--- src/rtl/binary_to_radix_digit_string_assert.svh ---
// Assertion macros for the radix conversion block.
// Every use is sampled on clk_i and held off while rst_ni is low.
`ifndef BINARY_TO_RADIX_DIGIT_STRING_ASSERT_SVH
`define BINARY_TO_RADIX_DIGIT_STRING_ASSERT_SVH

`ifndef ASSERT_OFF
`define B2R_ASSERT(lbl, prop, msg) \
  lbl: assert property (@(posedge clk_i) disable iff (!rst_ni) (prop)) else $error(msg);
`define B2R_ASSERT_IMPL(lbl, pre, post, msg) \
  lbl: assert property (@(posedge clk_i) disable iff (!rst_ni) (pre) |-> (post)) \
    else $error(msg);
`else
`define B2R_ASSERT(lbl, prop, msg)
`define B2R_ASSERT_IMPL(lbl, pre, post, msg)
`endif

`endif

--- src/rtl/b2r_pkg.sv ---
package b2r_pkg;

  // Field widths and sizing
  localparam int VALUE_WIDTH = 63;
  localparam int INPUT_WIDTH = 63;
  localparam int DIGIT_SLOTS = 64;
  localparam int RADIX_W     = 6;
  localparam int CHAR_W      = 7;
  localparam int IDX_W       = $clog2(DIGIT_SLOTS);
  localparam int CNT_W       = $clog2(DIGIT_SLOTS + 1);
  localparam int STEP_W      = $clog2(VALUE_WIDTH);

  // Radix bounds and character codes
  localparam logic [RADIX_W-1:0] RADIX_MIN     = RADIX_W'(2);
  localparam logic [RADIX_W-1:0] RADIX_MAX     = RADIX_W'(36);
  localparam logic [RADIX_W-1:0] DEC_LIMIT     = RADIX_W'(9);
  localparam logic [RADIX_W-1:0] DEC_DIGITS    = RADIX_W'(10);
  localparam logic [CHAR_W-1:0]  ASCII_ZERO    = CHAR_W'(8'h30);
  localparam logic [CHAR_W-1:0]  ASCII_LOWER_A = CHAR_W'(8'h61);

  // Divider request and response
  typedef struct packed {
    logic                   start;
    logic [VALUE_WIDTH-1:0] dividend;
    logic [RADIX_W-1:0]     divisor;
  } div_req_t;

  typedef struct packed {
    logic                   done;
    logic [VALUE_WIDTH-1:0] quotient;
    logic [RADIX_W-1:0]     remainder;
  } div_rsp_t;

  // Digit value to ASCII: 0-9 then a-z
  function automatic logic [CHAR_W-1:0] digit_to_ascii(input logic [RADIX_W-1:0] d);
    logic [CHAR_W-1:0] c;
    if (d <= DEC_LIMIT) begin
      c = ASCII_ZERO + CHAR_W'(d);
    end else begin
      c = ASCII_LOWER_A + CHAR_W'(d - DEC_DIGITS);
    end
    return c;
  endfunction

endpackage

--- src/rtl/b2r_div.sv ---
// Restoring divider, one quotient bit per cycle.
module b2r_div import b2r_pkg::*; (
  input  logic     clk_i,
  input  logic     rst_ni,
  input  div_req_t req_i,
  output div_rsp_t rsp_o
);

  logic                   busy_q, busy_d;
  logic                   done_q, done_d;
  logic [STEP_W-1:0]      step_q, step_d;
  logic [VALUE_WIDTH-1:0] acc_q, acc_d;
  logic [RADIX_W-1:0]     rem_q, rem_d;
  logic [RADIX_W-1:0]     div_q, div_d;
  logic [RADIX_W:0]       trial;
  logic                   fits;

  // One shift-compare-subtract step
  assign trial = {rem_q, acc_q[VALUE_WIDTH-1]};
  assign fits  = trial >= {1'b0, div_q};

  always_comb begin
    busy_d = busy_q;
    done_d = 1'b0;
    step_d = step_q;
    acc_d  = acc_q;
    rem_d  = rem_q;
    div_d  = div_q;
    if (req_i.start) begin
      busy_d = 1'b1;
      step_d = STEP_W'(VALUE_WIDTH - 1);
      acc_d  = req_i.dividend;
      rem_d  = '0;
      div_d  = req_i.divisor;
    end else if (busy_q) begin
      acc_d = {acc_q[VALUE_WIDTH-2:0], fits};
      rem_d = fits ? RADIX_W'(trial - {1'b0, div_q}) : trial[RADIX_W-1:0];
      if (step_q == '0) begin
        busy_d = 1'b0;
        done_d = 1'b1;
      end else begin
        step_d = step_q - STEP_W'(1);
      end
    end
  end

  always_ff @(posedge clk_i or negedge rst_ni) begin
    if (!rst_ni) begin
      busy_q <= 1'b0;
      done_q <= 1'b0;
      step_q <= '0;
    end else begin
      busy_q <= busy_d;
      done_q <= done_d;
      step_q <= step_d;
    end
  end

  // Datapath, no reset
  always_ff @(posedge clk_i) begin
    acc_q <= acc_d;
    rem_q <= rem_d;
    div_q <= div_d;
  end

  assign rsp_o.done      = done_q;
  assign rsp_o.quotient  = acc_q;
  assign rsp_o.remainder = rem_q;

endmodule

--- src/rtl/binary_to_radix_digit_string.sv ---
// Channel | Direction | Handshake               | Payload
// in      | sink      | in_valid_i/in_ready_o   | value_i[62:0], radix_i[5:0]
// out     | source    | out_valid_o/out_ready_i | digit_char_o[6:0], last_digit_o
//
// Each digit costs one pass of the shared bit-serial divider (load, 63 steps,
// handoff). Output then reads each digit from the digit store and sends it as a
// beat; in_ready_o is low from acceptance until the last digit beat is taken.
// Reset clears the sequencer and digit count; the digit store needs no clearing.
// A stalled out beat holds; the divider sits idle meanwhile.
module binary_to_radix_digit_string import b2r_pkg::*; (
  input  logic                   clk_i,
  input  logic                   rst_ni,
  input  logic                   in_valid_i,
  output logic                   in_ready_o,
  input  logic [INPUT_WIDTH-1:0] value_i,
  input  logic [RADIX_W-1:0]     radix_i,
  output logic                   out_valid_o,
  input  logic                   out_ready_i,
  output logic [CHAR_W-1:0]      digit_char_o,
  output logic                   last_digit_o
);

`include "binary_to_radix_digit_string_assert.svh"

  typedef enum logic [4:0] {
    S_IDLE  = 5'b00001,
    S_START = 5'b00010,
    S_WAIT  = 5'b00100,
    S_READ  = 5'b01000,
    S_OUT   = 5'b10000
  } state_e;

  state_e                 state_q, state_d;
  logic [CNT_W-1:0]       count_q, count_d;
  logic [IDX_W-1:0]       rd_idx_q, rd_idx_d;
  logic [VALUE_WIDTH-1:0] quo_q, quo_d;
  logic [RADIX_W-1:0]     radix_q, radix_d;
  logic [RADIX_W-1:0]     rdata_q;
  logic [RADIX_W-1:0]     digit_store [DIGIT_SLOTS];
  logic                   wr_en;
  logic                   has_room;
  logic [CNT_W-1:0]       count_next;
  logic [RADIX_W-1:0]     radix_sat;
  div_req_t               div_req;
  div_rsp_t               div_rsp;

  // Radix saturation
  always_comb begin
    radix_sat = radix_i;
    if (radix_i < RADIX_MIN) begin
      radix_sat = RADIX_MIN;
    end else if (radix_i > RADIX_MAX) begin
      radix_sat = RADIX_MAX;
    end
  end

  b2r_div u_div (
    .clk_i  (clk_i),
    .rst_ni (rst_ni),
    .req_i  (div_req),
    .rsp_o  (div_rsp)
  );

  assign div_req.start    = (state_q == S_START);
  assign div_req.dividend = quo_q;
  assign div_req.divisor  = radix_q;

  // Digits beyond the store are dropped
  assign has_room   = count_q < CNT_W'(DIGIT_SLOTS);
  assign count_next = has_room ? count_q + CNT_W'(1) : count_q;
  assign wr_en      = (state_q == S_WAIT) && div_rsp.done && has_room;

  // Sequencer
  always_comb begin
    state_d  = state_q;
    count_d  = count_q;
    rd_idx_d = rd_idx_q;
    quo_d    = quo_q;
    radix_d  = radix_q;
    case (state_q)
      S_IDLE: begin
        if (in_valid_i) begin
          quo_d   = value_i[VALUE_WIDTH-1:0];
          radix_d = radix_sat;
          count_d = '0;
          state_d = S_START;
        end
      end
      S_START: begin
        state_d = S_WAIT;
      end
      S_WAIT: begin
        if (div_rsp.done) begin
          count_d = count_next;
          quo_d   = div_rsp.quotient;
          if (div_rsp.quotient == '0) begin
            rd_idx_d = IDX_W'(count_next - CNT_W'(1));
            state_d  = S_READ;
          end else begin
            state_d = S_START;
          end
        end
      end
      S_READ: begin
        state_d = S_OUT;
      end
      S_OUT: begin
        if (out_ready_i) begin
          if (rd_idx_q == '0) begin
            state_d = S_IDLE;
          end else begin
            rd_idx_d = rd_idx_q - IDX_W'(1);
            state_d  = S_READ;
          end
        end
      end
      default: begin
        state_d = S_IDLE;
      end
    endcase
  end

  always_ff @(posedge clk_i or negedge rst_ni) begin
    if (!rst_ni) begin
      state_q  <= S_IDLE;
      count_q  <= '0;
      rd_idx_q <= '0;
      quo_q    <= '0;
    end else begin
      state_q  <= state_d;
      count_q  <= count_d;
      rd_idx_q <= rd_idx_d;
      quo_q    <= quo_d;
    end
  end

  always_ff @(posedge clk_i) begin
    radix_q <= radix_d;
  end

  // Digit store: one write port, registered read
  always_ff @(posedge clk_i) begin
    if (wr_en) begin
      digit_store[count_q[IDX_W-1:0]] <= div_rsp.remainder;
    end
  end

  always_ff @(posedge clk_i) begin
    if (state_q == S_READ) begin
      rdata_q <= digit_store[rd_idx_q];
    end
  end

  // Output beat
  assign in_ready_o   = (state_q == S_IDLE);
  assign out_valid_o  = (state_q == S_OUT);
  assign digit_char_o = digit_to_ascii(rdata_q);
  assign last_digit_o = (rd_idx_q == '0);

  `B2R_ASSERT(a_count_bound, count_q <= CNT_W'(DIGIT_SLOTS), "digit count past store size")
  `B2R_ASSERT_IMPL(a_done_in_wait, div_rsp.done, state_q == S_WAIT, "divider done outside wait")
  `B2R_ASSERT_IMPL(a_last_frees, out_valid_o && out_ready_i && last_digit_o, ##1 in_ready_o,
                   "not ready after last digit beat")
  `B2R_ASSERT_IMPL(a_out_has_digit, out_valid_o, count_q != '0, "digit beat with empty store")
  `B2R_ASSERT_IMPL(a_digit_range, out_valid_o, rdata_q < radix_q, "digit not below radix")

endmodule
--- config.mk ---
export PLATFORM = sky130hd
export DESIGN_NAME = binary_to_radix_digit_string
export DESIGN_NICKNAME = d
export VERILOG_FILES = /design/src/rtl/b2r_pkg.sv /design/src/rtl/b2r_div.sv /design/src/rtl/binary_to_radix_digit_string.sv
export VERILOG_INCLUDE_DIRS = /design/src /design/src/rtl
export SDC_FILE = /design/constraint.sdc
export NUM_CORES = 1
export LEC_CHECK = 0
export BUFFER_PORTS_ARGS = -buffer_cell sky130_fd_sc_hd__clkbuf_2
export CAP_MARGIN = 10
export CORE_AREA = 2 2 214 216
export DETAILED_ROUTE_END_ITERATION = 8
export DIE_AREA = 0 0 216 218
export GPL_ROUTABILITY_DRIVEN = 0
export GPL_TIMING_DRIVEN = 0
export PLACE_DENSITY = 0.72
export SLEW_MARGIN = 20
export SYNTH_ARGS = -nofsm -noshare
export SYNTH_HDL_FRONTEND = slang
export SYNTH_SLANG_ARGS = --single-unit
--- constraint.sdc ---
create_clock -name clk_i -period 4.4 [get_ports clk_i]
set_input_delay 0.44 -clock clk_i [delete_from_list [all_inputs] [get_ports clk_i]]
set_output_delay 0.44 -clock clk_i [all_outputs]
set_load 0.005 [all_outputs]
==> summary.txt <==
Outcome
  – Status: completed

Global route
  – Routing usage on met2: between 30% and 40%
  – First-pass GRT wire length: 80930 um
  – Gr ovfl total: 0
  – Global-route usage over all layers: a little under a quarter
  – Antenna violations before repair: 1
  – Met3 GRT Util: 5.537%
  – Vias in the first global route: 13630
  – M1 GR Usage: 31.22%
  – Largest net degree at the start of global routing: 68
  – Gr busiest metal: met2

CTS
  – TritonCTS clock tree: done
  – Clk sinks: 560
  – CTS root buffer: clkbuf_16
  – CTS H-tree lvls: 2
  – CTS clk-pin slew, worst paths: roughly 60 ps
  – Inserted Clock Buffers: 54
  – Post_cts resized: 0
  – Clk buf depth: 3
  – Post-CTS Setup Bufs: 0
  – Skew-Pair Late Insertion Delay: ~620 ps

Final layout
  – N_diodes: 0
  – Final instance area: 0.02641 mm^2
  – Area delta synth->final: 12.92%
  – Fill count: about 3400
  – Commonest non-fill, non-tap cell in the layout: edfxtp_1
  – Most frequent cells in the layout: edfxtp_1 (465), nand2_1 (227), nor2_1 (159), mux4_2 (122), dfrtp_1 (88)
  – FF+latch area: 0.01633 mm^2
  – Fraction of layout cells with a size suffix above 1: approximately a fifth
  – Multi-input gate area: 0.006665 mm^2
  – Final nets: 1724

Logic synthesis
  – Post-synth EDFFs: 465
  – Sequential share of the synthesized area: 69.74%
  – Most used DFF post-synth: edfxtp_1
  – Post-synthesis net count: 1580
  – Async set-reset flop share out of synthesis: 15.89%
  – Cells after synthesis: 1491
  – Synth warn: 0
  – Synthesis-stage register bit count: 560
  – Synth Cell Area: 0.02339 mm^2
  – Library cells used by synthesis: 59
  – Synthesized area per cell: roughly 16 um^2

Setup path
  – Delay of the slowest critical-path stage: 690 ps
  – Cells on worst reg2reg path: 7
  – Critical path's top delay family: buffers and inverters
  – R2R Path End: rdata_q[2]
  – Arrival time at the worst endpoint: 3970 ps
  – Setup slack, reg-to-reg: 770 ps
  – Worst R2R Start: rd_idx_q[1]
  – CP Launch Type: flop
  – Critical Path RT: ~4700 ps
  – CP Class: reg -> reg
  – Buf+Inv Stages, Crit Path: 3
  – Crit end category: flop
  – Worst-path maximum fanout: 10
  – Crit-path slowest cell: buf_1
  – Crit path cell chain: clkbuf_1, buf_1, buf_1, mux4_2, mux4_2, mux2i_1, o21ai_1

Routing
  – Drt total wl: between 50000 and 60000 um
  – Via count: between 10000 and 15000
  – Initial DRC Count: 1231
  – Routed Antenna Nets: 0
  – Drt pass-1 iters: 6
  – DRC Markers: 0
  – Via-to-Cell Ratio: 5.850
  – Drt wl/cell: between 20 and 25 um

Worst hold path
  – Worst hold-check path type: in -> reg
  – Hold-critical path endpoint: radix_q[2]
  – Worst hold path depth: 2
  – HP Start: radix_i[2]

Timing
  – Fin. max-slew vios: 0
  – Setup_tns: 0 ps
  – Worst Tran Pin Value: 1109 ps
  – Final setup violation count: 0
  – Fmax: 275.4 MHz
  – RSZ-0062 raised after global routing: no
  – Final hold viol count: 0
  – Max Clock Skew: 20.68 ps
  – Worst slew margin: 26.10%
  – Final min period: between 3000 and 4000 ps
  – Period utilization: 82.52%

Floorplanning
  – Rows: 78
  – Initial core utilization: a little over half
  – Core Area: 0.04489 mm^2
  – Die ar.: 0.04709 mm^2
  – Ports: 83
  – Vert. Die Dim: 218 um
  – Die Wd: 216 um

Power
  – Peak supply drop: 0.4268 mV
  – LEAKAGE: 0.009739 uW
  – Pwr/cell area: 584.7 mW/mm^2

Flow run
  – Max-cap viol count: 0

Placement
  – Placed Area: 0.02469 mm^2
  – DP Wirelength: 34470 um
  – I/O Buffers: 82
-- report_power, final --
part	switching (uW)	internal (uW)	leakage, uW	total, uW
Combinational	1770	1020	0.00356	2790
Sequential	921	7250	0.00534	8170
Clock	1960	2530	0.000840	4480
Total	4650	10800	0.00974	15400
-- worst reg2reg max path, stage by stage (launching register included) --
cell and delay, ps:
dfrtp_1 320, clkbuf_1 350, buf_1 690, buf_1 640
mux4_2 420, mux4_2 520, mux2i_1 300, o21ai_1 130
-- per-stage QoR --
| stage | hold WS, ps | util, % | total power [uW] | instances | setup WS (ps) |
|---|---|---|---|---|---|
| after floorplan | 144.4 | - | 9812 | 1491 | 1384 |
| after global routing | 106.8 | 58.84 | 16170 | 2278 | 582.6 |
| after detailed placement | 358.5 | 55.01 | 11050 | 2178 | 822.9 |
| after CTS | 96.22 | 58.83 | 15510 | 2278 | 837.4 |
| after global placement | 403.5 | 54.69 | 10840 | 2173 | 204.2 |
| final | 118.4 | 58.84 | 15440 | 2278 | 769.2 |
-- final cells by class --
class / count / share of cell area [%]
repair buffers: 88 / 2.032
inverters: 23 / 0.3269
flip-flops and latches: 560 / 61.81
plain buffers: 80 / 1.288
clock inverters: 24 / 0.7058
multi-input cells: 828 / 25.23
clock buffers: 75 / 5.756
well taps: 600 / 2.842
-- Yosys cell counts (2+ instances only) --
library cell / number / area, um^2
and2_1: 4 / 25.02
xor2_1: 5 / 43.79
mux4_2: 122 / 2748
buf_1: 14 / 52.55
o21ai_1: 13 / 65.06
inv_1: 22 / 82.58
nand2_1: 227 / 852.1
a21oi_1: 73 / 365.4
o211a_1: 2 / 20.02
o21ai_0: 16 / 80.08
buf_2: 13 / 65.06
nor2b_1: 5 / 31.28
and3_1: 4 / 25.02
dfxtp_1: 6 / 120.1
ha_1: 15 / 187.7
nor4_1: 17 / 106.4
nor3_1: 8 / 40.04
nand3_1: 7 / 35.03
nor2_1: 159 / 596.8
o31ai_1: 4 / 30.03
nand4_1: 9 / 56.30
nand4b_1: 2 / 17.52
edfxtp_1: 465 / 13960
clkbuf_1: 50 / 187.7
or4_1: 3 / 22.52
mux2i_1: 73 / 730.7
mux2_2: 7 / 78.83
nand2b_1: 6 / 37.54
buf_6: 3 / 33.78
a21o_1: 2 / 15.01
o22ai_1: 2 / 12.51
dfrtp_1: 88 / 2202
nand3b_1: 7 / 52.55
mux2i_4: 3 / 67.56
xnor2_1: 11 / 96.34
-- layer usage --
metal / wire length, um / part of all wire, % / vias up
met5: 13 / 0.025 / -
met4: 1083 / 2.1 / 2
met3: 4593 / 8.8 / 81
met2: 25550 / 49 / 560
met1: 21180 / 40 / 6766
li1: - / - / 5917
-- repair_timing --
action                                  in CTS  in global routing
endpoints found under the setup margin       0                  0
hold buffers                                 1                  0
hold endpoints to repair                    28                  0
-- registers in the layout, summed over array words and instances (netlist names) --
name and flops:
digit_store 384, quo_q 63, u_div.acc_q 63, count_q 7, radix_q 6, rd_idx_q 6, rdata_q 6, u_div.div_q 6
u_div.rem_q 6, u_div.step_q 6, state_q 5, u_div.busy_q 1, u_div.done_q 1
-- worst max-delay path by stage --
| stage | startpoint | endpoint | slack, ps | depth (start not counted) |
|---|---|---|---|---|
| 2_1_floorplan | state_q[2] | u_div.acc_q[0] | 1380 | 5 |
| 3_3_place_gp | state_q[2] | u_div.acc_q[15] | 200 | 5 |
| 3_5_place_dp | rd_idx_q[1] | rdata_q[1] | 820 | 7 |
| 4_1_cts | rd_idx_q[1] | rdata_q[1] | 840 | 7 |
| 5_1_grt | state_q[1] | digit_store[6][1] | 580 | 5 |
| 6_report | rd_idx_q[1] | rdata_q[2] | 770 | 7 |
-- cells by family (layout without fill, tap and decap cells) --
family	after synthesis	after routing	synth area share, %
buffers and inverters	103	290	1.819
AO/OA/AOI/OAI	122	122	2.926
XOR/XNOR	16	16	0.5991
flip-flops	560	560	69.74
multiplexers	206	206	15.55
adder cells (fa/ha/maj)	17	17	0.9308
AND/OR/NAND/NOR	467	467	8.441
(Power assumes the default switching activity.)
